**src/rtl/core/ipdrc_pkg.sv**
```systemverilog
// Package for the inter-packet delay rate control block.
// Holds field widths, arithmetic widths, request and status codes, register indexes.
// No dependencies; every other file of the block imports it.
package ipdrc_pkg;

  // Fixed constants of the rate control law.
  localparam int DELAY_CEILING = 10000;
  localparam int RATE_SCALE    = 100000;

  // Field widths.
  localparam int ACT_W      = 2;
  localparam int STATUS_W   = 2;
  localparam int RATE_W     = 17;
  localparam int FAC_W      = 16;
  localparam int TGT_W      = 20;
  localparam int BLK_W      = 32;
  localparam int DELAY_W    = 22;
  localparam int CFG_IDX_W  = 3;
  localparam int CFG_DATA_W = 32;

  // Arithmetic widths of the slowdown and speedup paths.
  localparam int CEIL_W  = $clog2(DELAY_CEILING + 1);
  localparam int DEN_W   = 33;   // slow denominator times span
  localparam int PROD_W  = 34;   // signed factor difference times rate excess
  localparam int NUM_W   = 35;   // signed numerator
  localparam int MUL_A_W = NUM_W;
  localparam int MUL_B_W = DELAY_W + 1;
  localparam int MUL_P_W = MUL_A_W + MUL_B_W;
  localparam int DVD_W   = 56;   // delay times numerator
  localparam int CNT_W   = $clog2(DVD_W);

  // Request types.
  typedef enum logic [ACT_W-1:0] {
    ACT_REPORT  = 2'd0,
    ACT_RESTART = 2'd1,
    ACT_START   = 2'd2,
    ACT_OTHER   = 2'd3
  } action_t;

  // Result status codes.
  typedef enum logic [STATUS_W-1:0] {
    STAT_OK        = 2'd0,
    STAT_BAD_BLOCK = 2'd1,
    STAT_UNKNOWN   = 2'd2
  } status_t;

  // Configuration register indexes.
  localparam logic [CFG_IDX_W-1:0] REG_THRESHOLD    = 3'd0;
  localparam logic [CFG_IDX_W-1:0] REG_SLOW_NUM     = 3'd1;
  localparam logic [CFG_IDX_W-1:0] REG_SLOW_DEN     = 3'd2;
  localparam logic [CFG_IDX_W-1:0] REG_FAST_NUM     = 3'd3;
  localparam logic [CFG_IDX_W-1:0] REG_FAST_DEN     = 3'd4;
  localparam logic [CFG_IDX_W-1:0] REG_TARGET       = 3'd5;
  localparam logic [CFG_IDX_W-1:0] REG_TOTAL_BLOCKS = 3'd6;

endpackage

```
**src/rtl/core/ipdrc_in_if.sv**
```systemverilog
// Request channel of the inter-packet delay rate control block.
// Carries valid, ready and the request fields; depends on ipdrc_pkg.
interface ipdrc_in_if;
  import ipdrc_pkg::*;

  logic                valid;
  logic                ready;
  action_t             action;
  logic [RATE_W-1:0]   reported_error_rate;
  logic [BLK_W-1:0]    restart_block;

  modport source (output valid, output action, output reported_error_rate,
                  output restart_block, input ready);
  modport sink   (input valid, input action, input reported_error_rate,
                  input restart_block, output ready);
endinterface

```
**src/rtl/core/ipdrc_out_if.sv**
```systemverilog
// Result channel of the inter-packet delay rate control block.
// Carries valid, ready and the result fields; depends on ipdrc_pkg.
interface ipdrc_out_if;
  import ipdrc_pkg::*;

  logic               valid;
  logic               ready;
  status_t            status;
  logic [DELAY_W-1:0] delay_now;
  logic [BLK_W-1:0]   block_position;

  modport source (output valid, output status, output delay_now,
                  output block_position, input ready);
  modport sink   (input valid, input status, input delay_now,
                  input block_position, output ready);
endinterface

```
**src/rtl/core/ipdrc_unit.sv**
```systemverilog
// Shared arithmetic unit: one signed multiplier and one restoring division step.
// Purely combinational; the sequencer in the top level registers every result.
// Depends on ipdrc_pkg.
module ipdrc_unit (
  input  logic signed [ipdrc_pkg::MUL_A_W-1:0] mul_a,
  input  logic signed [ipdrc_pkg::MUL_B_W-1:0] mul_b,
  output logic signed [ipdrc_pkg::MUL_P_W-1:0] mul_p,
  input  logic        [ipdrc_pkg::DEN_W-1:0]   div_den,
  input  logic        [ipdrc_pkg::DEN_W-1:0]   div_rem,
  input  logic                                 div_in_bit,
  output logic        [ipdrc_pkg::DEN_W-1:0]   div_rem_nxt,
  output logic                                 div_qbit
);
  import ipdrc_pkg::*;

  logic [DEN_W:0] rem_sh;
  logic [DEN_W:0] rem_diff;

  // Signed product; both operands are sign-extended to the product width.
  assign mul_p = mul_a * mul_b;

  // One quotient bit: shift in the next dividend bit and try to subtract.
  assign rem_sh      = {div_rem, div_in_bit};
  assign rem_diff    = rem_sh - {1'b0, div_den};
  assign div_qbit    = (rem_sh >= {1'b0, div_den});
  assign div_rem_nxt = div_qbit ? rem_diff[DEN_W-1:0] : rem_sh[DEN_W-1:0];

endmodule

```
**src/rtl/core/interpacket_delay_rate_control.sv**
```systemverilog
// Inter-packet delay rate control: keeps a sender's delay and block position.
// Restart, start and unknown requests go straight to the result step; a report takes
// up to three multiplier passes, then 56 restoring division steps, which are skipped
// when the factor is not positive. A new request is taken only after the last result
// is handed on; a waiting result stalls only the last step.
// Synchronous active-low reset clears kept state and sequencer and sets config defaults.
module interpacket_delay_rate_control (
  input  logic                                clk,
  input  logic                                rst_n,
  ipdrc_in_if.sink                            in_ch,
  ipdrc_out_if.source                         out_ch,
  input  logic                                cfg_we,
  input  logic [ipdrc_pkg::CFG_IDX_W-1:0]     cfg_index,
  input  logic [ipdrc_pkg::CFG_DATA_W-1:0]    cfg_data
);
  import ipdrc_pkg::*;

  typedef enum logic [7:0] {
    ST_IDLE      = 8'b0000_0001,
    ST_MUL_DEN   = 8'b0000_0010,
    ST_MUL_DIFF  = 8'b0000_0100,
    ST_SUM       = 8'b0000_1000,
    ST_MUL_DELAY = 8'b0001_0000,
    ST_DIV       = 8'b0010_0000,
    ST_CLAMP     = 8'b0100_0000,
    ST_FIN       = 8'b1000_0000
  } state_t;

  // Configuration registers.
  logic [RATE_W-1:0] thr_r;
  logic [FAC_W-1:0]  sn_r, sd_r, fn_r, fd_r;
  logic [TGT_W-1:0]  tgt_r;
  logic [BLK_W-1:0]  total_r;

  // Sequencer and kept state.
  state_t             state_r, state_nxt;
  logic               out_valid_r, out_valid_nxt;
  logic [DELAY_W-1:0] cur_delay_r, cur_delay_nxt;
  logic [BLK_W-1:0]   cur_block_r, cur_block_nxt;

  // Working registers.
  logic                     gt_r, gt_nxt;
  logic [RATE_W-1:0]        span_r, span_nxt;
  logic [RATE_W-1:0]        rm_r, rm_nxt;
  logic [DEN_W-1:0]         den_r, den_nxt;
  logic signed [PROD_W-1:0] prod_r, prod_nxt;
  logic signed [NUM_W-1:0]  num_r, num_nxt;
  logic [DVD_W-1:0]         dvd_r, dvd_nxt;
  logic [DEN_W-1:0]         rem_r, rem_nxt;
  logic [CNT_W-1:0]         cnt_r, cnt_nxt;
  status_t                  res_status_r, res_status_nxt;
  logic [DELAY_W-1:0]       res_delay_r, res_delay_nxt;
  logic [BLK_W-1:0]         res_block_r, res_block_nxt;
  status_t                  out_status_r, out_status_nxt;
  logic [DELAY_W-1:0]       out_delay_r, out_delay_nxt;
  logic [BLK_W-1:0]         out_block_r, out_block_nxt;

  // Decoded request and shared unit wiring.
  logic [RATE_W-1:0]          rate_sat;
  logic                       gt_in;
  logic [FAC_W-1:0]           sd_eff, fd_eff;
  logic                       blk_ok;
  logic signed [RATE_W-1:0]   fac_diff;
  logic signed [NUM_W-1:0]    num_sum;
  logic [CEIL_W-1:0]          ceil_v;
  logic [DELAY_W-1:0]         clamp_v;
  logic signed [MUL_A_W-1:0]  mul_a;
  logic signed [MUL_B_W-1:0]  mul_b;
  logic signed [MUL_P_W-1:0]  mul_p;
  logic [DEN_W-1:0]           div_rem;
  logic                       div_qbit;

  // Configuration writes.
  always_ff @(posedge clk) begin
    if (!rst_n) begin
      thr_r   <= '0;
      sn_r    <= FAC_W'(1);
      sd_r    <= FAC_W'(1);
      fn_r    <= FAC_W'(1);
      fd_r    <= FAC_W'(1);
      tgt_r   <= '0;
      total_r <= BLK_W'(1);
    end else if (cfg_we) begin
      unique case (cfg_index)
        REG_THRESHOLD:    thr_r   <= cfg_data[RATE_W-1:0];
        REG_SLOW_NUM:     sn_r    <= cfg_data[FAC_W-1:0];
        REG_SLOW_DEN:     sd_r    <= cfg_data[FAC_W-1:0];
        REG_FAST_NUM:     fn_r    <= cfg_data[FAC_W-1:0];
        REG_FAST_DEN:     fd_r    <= cfg_data[FAC_W-1:0];
        REG_TARGET:       tgt_r   <= cfg_data[TGT_W-1:0];
        REG_TOTAL_BLOCKS: total_r <= cfg_data[BLK_W-1:0];
        default: begin
        end
      endcase
    end
  end

  // Request decoding: saturate and compare the rate, check the block, form factor terms.
  always_comb begin
    rate_sat = (in_ch.reported_error_rate > RATE_W'(RATE_SCALE)) ?
               RATE_W'(RATE_SCALE) : in_ch.reported_error_rate;
    gt_in    = (rate_sat > thr_r);
    sd_eff   = (sd_r == '0) ? FAC_W'(1) : sd_r;
    fd_eff   = (fd_r == '0) ? FAC_W'(1) : fd_r;
    blk_ok   = (in_ch.restart_block != '0) && (in_ch.restart_block <= total_r);
    fac_diff = $signed({1'b0, sn_r}) - $signed({1'b0, sd_eff});
    num_sum  = $signed(NUM_W'(den_r)) + NUM_W'(prod_r);
  end

  // Clamp the quotient to the ceiling, then raise it to the target.
  always_comb begin
    ceil_v  = (dvd_r > DVD_W'(DELAY_CEILING)) ? CEIL_W'(DELAY_CEILING) : dvd_r[CEIL_W-1:0];
    clamp_v = (DELAY_W'(ceil_v) < DELAY_W'(tgt_r)) ? DELAY_W'(tgt_r) : DELAY_W'(ceil_v);
  end

  // Operand selection for the shared multiplier.
  always_comb begin
    mul_a = '0;
    mul_b = '0;
    unique case (state_r)
      ST_MUL_DEN: begin
        mul_a = $signed(MUL_A_W'(span_r));
        mul_b = $signed(MUL_B_W'(sd_eff));
      end
      ST_MUL_DIFF: begin
        mul_a = $signed(MUL_A_W'(rm_r));
        mul_b = MUL_B_W'(fac_diff);
      end
      ST_MUL_DELAY: begin
        if (gt_r) begin
          mul_a = num_r;
          mul_b = $signed(MUL_B_W'(cur_delay_r));
        end else begin
          mul_a = $signed(MUL_A_W'(cur_delay_r));
          mul_b = $signed(MUL_B_W'(fn_r));
        end
      end
      default: begin
      end
    endcase
  end

  ipdrc_unit u_unit (
    .mul_a       (mul_a),
    .mul_b       (mul_b),
    .mul_p       (mul_p),
    .div_den     (den_r),
    .div_rem     (rem_r),
    .div_in_bit  (dvd_r[DVD_W-1]),
    .div_rem_nxt (div_rem),
    .div_qbit    (div_qbit)
  );

  // Sequencer.
  always_comb begin
    state_nxt      = state_r;
    out_valid_nxt  = out_valid_r;
    cur_delay_nxt  = cur_delay_r;
    cur_block_nxt  = cur_block_r;
    gt_nxt         = gt_r;
    span_nxt       = span_r;
    rm_nxt         = rm_r;
    den_nxt        = den_r;
    prod_nxt       = prod_r;
    num_nxt        = num_r;
    dvd_nxt        = dvd_r;
    rem_nxt        = rem_r;
    cnt_nxt        = cnt_r;
    res_status_nxt = res_status_r;
    res_delay_nxt  = res_delay_r;
    res_block_nxt  = res_block_r;
    out_status_nxt = out_status_r;
    out_delay_nxt  = out_delay_r;
    out_block_nxt  = out_block_r;

    if (out_valid_r && out_ch.ready) begin
      out_valid_nxt = 1'b0;
    end

    unique case (state_r)
      ST_IDLE: begin
        if (in_ch.valid) begin
          res_status_nxt = STAT_OK;
          res_delay_nxt  = cur_delay_r;
          res_block_nxt  = cur_block_r;
          gt_nxt         = gt_in;
          span_nxt       = RATE_W'(RATE_SCALE) - thr_r;
          rm_nxt         = rate_sat - thr_r + RATE_W'(1);
          den_nxt        = DEN_W'(fd_eff);
          unique case (in_ch.action)
            ACT_REPORT: begin
              state_nxt = gt_in ? ST_MUL_DEN : ST_MUL_DELAY;
            end
            ACT_RESTART: begin
              if (blk_ok) begin
                res_block_nxt = in_ch.restart_block;
              end else begin
                res_status_nxt = STAT_BAD_BLOCK;
              end
              state_nxt = ST_FIN;
            end
            ACT_START: begin
              res_delay_nxt = DELAY_W'(DELAY_W'(tgt_r) * DELAY_W'(3));
              res_block_nxt = '0;
              state_nxt     = ST_FIN;
            end
            default: begin
              res_status_nxt = STAT_UNKNOWN;
              state_nxt      = ST_FIN;
            end
          endcase
        end
      end
      ST_MUL_DEN: begin
        den_nxt   = mul_p[DEN_W-1:0];
        state_nxt = ST_MUL_DIFF;
      end
      ST_MUL_DIFF: begin
        prod_nxt  = mul_p[PROD_W-1:0];
        state_nxt = ST_SUM;
      end
      ST_SUM: begin
        // A factor at or below zero gives a zero delay before the clamp.
        if (num_sum[NUM_W-1] || (num_sum == '0)) begin
          dvd_nxt   = '0;
          state_nxt = ST_CLAMP;
        end else begin
          num_nxt   = num_sum;
          state_nxt = ST_MUL_DELAY;
        end
      end
      ST_MUL_DELAY: begin
        dvd_nxt   = mul_p[DVD_W-1:0];
        rem_nxt   = '0;
        cnt_nxt   = CNT_W'(DVD_W - 1);
        state_nxt = ST_DIV;
      end
      ST_DIV: begin
        dvd_nxt = {dvd_r[DVD_W-2:0], div_qbit};
        rem_nxt = div_rem;
        cnt_nxt = cnt_r - CNT_W'(1);
        if (cnt_r == '0) begin
          state_nxt = ST_CLAMP;
        end
      end
      ST_CLAMP: begin
        res_delay_nxt = clamp_v;
        state_nxt     = ST_FIN;
      end
      ST_FIN: begin
        if (!out_valid_r || out_ch.ready) begin
          out_status_nxt = res_status_r;
          out_delay_nxt  = res_delay_r;
          out_block_nxt  = res_block_r;
          cur_delay_nxt  = res_delay_r;
          cur_block_nxt  = res_block_r;
          out_valid_nxt  = 1'b1;
          state_nxt      = ST_IDLE;
        end
      end
      default: begin
        state_nxt = ST_IDLE;
      end
    endcase
  end

  // Control state and kept delay and position.
  always_ff @(posedge clk) begin
    if (!rst_n) begin
      state_r     <= ST_IDLE;
      out_valid_r <= 1'b0;
      cur_delay_r <= '0;
      cur_block_r <= '0;
    end else begin
      state_r     <= state_nxt;
      out_valid_r <= out_valid_nxt;
      cur_delay_r <= cur_delay_nxt;
      cur_block_r <= cur_block_nxt;
    end
  end

  // Working and result registers.
  always_ff @(posedge clk) begin
    gt_r         <= gt_nxt;
    span_r       <= span_nxt;
    rm_r         <= rm_nxt;
    den_r        <= den_nxt;
    prod_r       <= prod_nxt;
    num_r        <= num_nxt;
    dvd_r        <= dvd_nxt;
    rem_r        <= rem_nxt;
    cnt_r        <= cnt_nxt;
    res_status_r <= res_status_nxt;
    res_delay_r  <= res_delay_nxt;
    res_block_r  <= res_block_nxt;
    out_status_r <= out_status_nxt;
    out_delay_r  <= out_delay_nxt;
    out_block_r  <= out_block_nxt;
  end

  // Channel outputs.
  assign in_ch.ready           = (state_r == ST_IDLE);
  assign out_ch.valid          = out_valid_r;
  assign out_ch.status         = out_status_r;
  assign out_ch.delay_now      = out_delay_r;
  assign out_ch.block_position = out_block_r;

endmodule
```
**src/flat_wrapper.sv**
```systemverilog
// flat-port wrapper written by rule: the top's interface ports become plain ports
module interpacket_delay_rate_control_flat import ipdrc_pkg::*;
  (clk, rst_n, cfg_we, cfg_index, cfg_data, in_ch_valid, in_ch_action, in_ch_reported_error_rate, in_ch_restart_block, in_ch_ready, out_ch_valid, out_ch_status, out_ch_delay_now, out_ch_block_position, out_ch_ready);
  ipdrc_in_if in_ch_i ();
  ipdrc_out_if out_ch_i ();
  input  logic clk;
  input  logic rst_n;
  input  logic cfg_we;
  input  logic [ipdrc_pkg::CFG_IDX_W-1:0] cfg_index;
  input  logic [ipdrc_pkg::CFG_DATA_W-1:0] cfg_data;
  input wire logic [$bits(in_ch_i.valid)-1:0] in_ch_valid;
  input wire logic [$bits(in_ch_i.action)-1:0] in_ch_action;
  input wire logic [$bits(in_ch_i.reported_error_rate)-1:0] in_ch_reported_error_rate;
  input wire logic [$bits(in_ch_i.restart_block)-1:0] in_ch_restart_block;
  output wire logic [$bits(in_ch_i.ready)-1:0] in_ch_ready;
  output wire logic [$bits(out_ch_i.valid)-1:0] out_ch_valid;
  output wire logic [$bits(out_ch_i.status)-1:0] out_ch_status;
  output wire logic [$bits(out_ch_i.delay_now)-1:0] out_ch_delay_now;
  output wire logic [$bits(out_ch_i.block_position)-1:0] out_ch_block_position;
  input wire logic [$bits(out_ch_i.ready)-1:0] out_ch_ready;
  assign in_ch_i.valid = in_ch_valid;
  assign in_ch_i.action = in_ch_action;
  assign in_ch_i.reported_error_rate = in_ch_reported_error_rate;
  assign in_ch_i.restart_block = in_ch_restart_block;
  assign in_ch_ready = in_ch_i.ready;
  assign out_ch_valid = out_ch_i.valid;
  assign out_ch_status = out_ch_i.status;
  assign out_ch_delay_now = out_ch_i.delay_now;
  assign out_ch_block_position = out_ch_i.block_position;
  assign out_ch_i.ready = out_ch_ready;
  interpacket_delay_rate_control u_core (.clk(clk), .rst_n(rst_n), .in_ch(in_ch_i), .out_ch(out_ch_i), .cfg_we(cfg_we), .cfg_index(cfg_index), .cfg_data(cfg_data));
endmodule
```
**config.mk**
```make
export PLATFORM = sky130hd
export DESIGN_NAME = interpacket_delay_rate_control_flat
export DESIGN_NICKNAME = d
export VERILOG_FILES = /design/src/rtl/core/ipdrc_pkg.sv /design/src/rtl/core/ipdrc_in_if.sv /design/src/rtl/core/ipdrc_out_if.sv /design/src/rtl/core/ipdrc_unit.sv /design/src/rtl/core/interpacket_delay_rate_control.sv /design/src/flat_wrapper.sv
export SDC_FILE = /design/constraint.sdc
export NUM_CORES = 2
export LEC_CHECK = 0
export BUFFER_PORTS_ARGS = -buffer_cell sky130_fd_sc_hd__buf_2
export CORE_MARGIN = 4
export CORE_UTILIZATION = 45
export DETAILED_ROUTE_END_ITERATION = 10
export PLACE_DENSITY = 0.68
export SETUP_SLACK_MARGIN = 0.05
export SLEW_MARGIN = 20
export SYNTH_ARGS = -nofsm -noshare
export SYNTH_HDL_FRONTEND = slang
export SYNTH_SLANG_ARGS = --single-unit
export TNS_END_PERCENT = 20
```
**constraint.sdc**
```tcl
create_clock -name clk -period 13 [get_ports clk]
set_input_delay 1.3 -clock clk [delete_from_list [all_inputs] [get_ports clk]]
set_output_delay 1.3 -clock clk [all_outputs]
set_load 0.02 [all_outputs]
```
==> results.md <==
- Outcome: finished, final reports clean
- RR Endpoint: u_core.dvd_r[54]
- Worst-margin pin slew: 1230 ps
- Most frequent cells in the layout: inv_1 (1125), nand2_1 (972), fa_1 (811)
- Root buf cell: clkbuf_16
- Hold Crit Depth: 0
- Register area share after synthesis: 25.24%
- Syn nets: 7339
- Max-slew violations: 0
- Setup bufs post-CTS: 0
- Clock Skew: 62.91 ps
- Number of global-route vias before repair: 44820
- PwrDens: 73.72 nW/um2
- LEAKAGE: 26.66 nW
- Fin area: 61230 um2
- Routed via count: 43890
- Final WS setup: 550.8 ps
- DRC violations left: 0
- Min-Delay Endpoint: u_core.out_ch.status[0]
- Post-synthesis xor/xnor area fraction: 2.714%
- Initial antenna violation count: 5
- RSZ-0062 raised after global routing: yes
- Post-DP Area: 59210 um2
- Synth Warn #: 0
- First-pass GRT wire length: 266900 um
- Synth cell types: 83
- Final GP Congestion: 0.9738
- HPWL Detailed: 133900 um
- Total GRT Usage: 26.41%
- TritonCTS sink count: 540
- Highest clock rate: 80.33 MHz
- Post-synthesis adder-cell area fraction: 36.23%
- Num CTS Buffers: 56
- Largest fanout on the critical path: 17
- Cell family with most CP delay: compound AO/OA/AOI/OAI gates
- Cell count after placement: 7721
- Setup violations, final: 0
- CP Data Arrival Time: 12850 ps
- Top cells by area, synth: fa_1 (29%), edfxtp_1 (18%), ha_1 (7.5%), inv_1 (7.5%), dfxtp_1 (6.9%)
- Remaining Overflow, GRT: 0
- Synth Area in Compound Gates: 10.57%
- HP Class: reg -> reg
- WP buf/inv: 6
- Full die area: 131200 um2
- Port bufs: 148
- Tmin final: 12450 ps
- Crit share post-route: 95.76%
- Worst slack, placed: 405.0 ps
- Fraction of layout instances using a drive strength above 1: 6.447%
- Top_reg_cell synth: edfxtp_1
- Synth Area in Simple Gates: 14.49%
- Vias per inst: 5.602
- Min-Delay Startpoint: u_core.res_status_r[0]
- Slowest cell on crit path: fa_1
- Final antenna-violating net count: 0
- Initial Util: 45.50%
- CP most frequent cell: fa_1
- Layout Nets: 7383
- CP required: 13400 ps
- CTS Hold Bufs: 0
- Core area: 124100 um2
- Synth top area share: 28.75%
- Worst Setup End Kind: register
- Post-Layout Cell Count: 7834
- Clock-pin slew of the registers on the worst-case setup and hold paths: 60 ps
- Cell count after synthesis: 6099
- Commonest non-fill, non-tap cell in the layout: inv_1
- Rel. slew slack: 18.02%
- CTS tree: yes
- Synth-to-layout area growth: 8.421%
- Mapped Area: 56480 um2
- Final hold viol count: 0
- Max incr delay on CP: 560 ps
- Die width: 362.3 um
- Largest area contributor in the netlist: fa_1
- Yosys reg bits: 540
- FF-to-FF setup slack: 550 ps
- Async S/R FF share, synth: 0%
- Worst r2r src: u_core.sd_r[1]
- FF/Latch Area: 14250 um2
- Syn_area_per_cell: 9.260 um2
- Fill count: 11340
- Largest net degree at the start of global routing: 82
- DRT Pass-1 Iters: 6
- Type of origin of the critical path: register
- Routed WL: 172700 um
- IR drop worst, VDD: 0.09385 mV
- Worst Path Class, Setup: reg -> reg
- IO Count: 149
- EDFF count, synth: 344
- Detailed router's first-iteration violation count: 4087
- Num rows: 129
- Crit path launch: u_core.sd_r[1]
- CTS H-Tree Depth: 2
- Tot Pwr: 4.514 mW
- Max Cap Violations: 0
- Area of the multi-input gates: 37200 um2
- Die height: 362.3 um
- Worst r2r path cells: 42
- Clk buf depth: 3
- Post-synthesis mux area share: 1.531%
- Final setup TNS: 0 ps
- Worst-Skew Late Latency: 670 ps
- Largest family of logic cells by synthesized area: adder cells
- WL/cell: 22.05 um
## per-stage QoR
step | util [%] | hold slack [ps]
2_1_floorplan | - | 400.3
3_3_place_gp | 47.69 | 402.9
3_5_place_dp | 47.70 | 430.0
4_1_cts | 49.29 | 445.0
5_1_grt | 49.32 | 450.3
6_report | 49.33 | 447.5
## report_power, final
part	switching, mW	internal, mW	leakage, nW
registers	0.0802	1.95	4.55
logic	0.475	0.286	21.2
clock network	0.723	0.998	0.955
total	1.28	3.24	26.7
## sequential cells by signal, summed over array words and instances (netlist names), 32 cells and up
name and flops:
u_core.dvd_r 56, u_core.num_r 35, u_core.prod_r 34, u_core.den_r 33, u_core.rem_r 33, u_core.cur_block_r 32
u_core.out_ch.block_position 32, u_core.res_block_r 32, u_core.total_r 32
## area by class of cell
| type | instances | area share, % |
|---|---|---|
| timing repair buffer | 243 | 2.446 |
| multi-input combinational | 4174 | 60.76 |
| antenna | 8 | 0.03269 |
| tap | 1637 | 3.345 |
| inverter | 1128 | 6.919 |
| clock inverter | 32 | 0.7213 |
| clock buffer | 72 | 2.501 |
| sequential | 540 | 23.28 |
## cells in the mapped netlist, types with 26 or more instances
cell / count
a211oi_1: 28
a21boi_0: 188
a21o_1: 66
a21oi_1: 168
a221o_1: 29
a22o_1: 70
and2_1: 56
and3_1: 41
clkbuf_1: 233
dfxtp_1: 196
edfxtp_1: 344
fa_1: 811
ha_1: 338
inv_1: 1126
mux2i_1: 74
nand2_1: 973
nand2b_1: 60
nand3_1: 49
nor2_1: 525
nor2b_1: 46
nor3_1: 52
nor4_1: 34
o21a_1: 29
o21ai_0: 111
o21bai_1: 26
xnor2_1: 132
xor2_1: 43
## layer usage
metal | vias to the layer above | GRT usage [%] | share of wire (%) | wire, um
met5 | - | 0 | 0 | 0
met4 | 0 | 12.60 | 5.9 | 10160
li1 | 19470 | - | - | -
met2 | 2040 | 40.98 | 44 | 76590
met1 | 21930 | 35.68 | 40 | 69630
met3 | 446 | 5.346 | 9.5 | 16360
## kinds of logic after synthesis
kind of cell / after synthesis
mux: 85
fa+ha+maj: 1149
simple gates: 1914
compound gates: 851
xor+xnor: 175
buf+inv: 1385
flops: 540
## what timing repair did
action | in CTS | in global routing
setup endpoints to repair | 0 | 4
hold endpoints to repair | 0 | 0
resized for setup | 0 | 3
## worst max-delay path by stage
stage,to,slack (ps),depth (start not counted)
6_report,u_core.dvd_r[54],550,42
5_1_grt,u_core.dvd_r[54],40,41
4_1_cts,u_core.dvd_r[55],370,43
3_5_place_dp,u_core.dvd_r[55],410,43
3_3_place_gp,u_core.dvd_r[55],680,43
2_1_floorplan,u_core.dvd_r[54],2050,43
(Power assumes the default switching activity.)
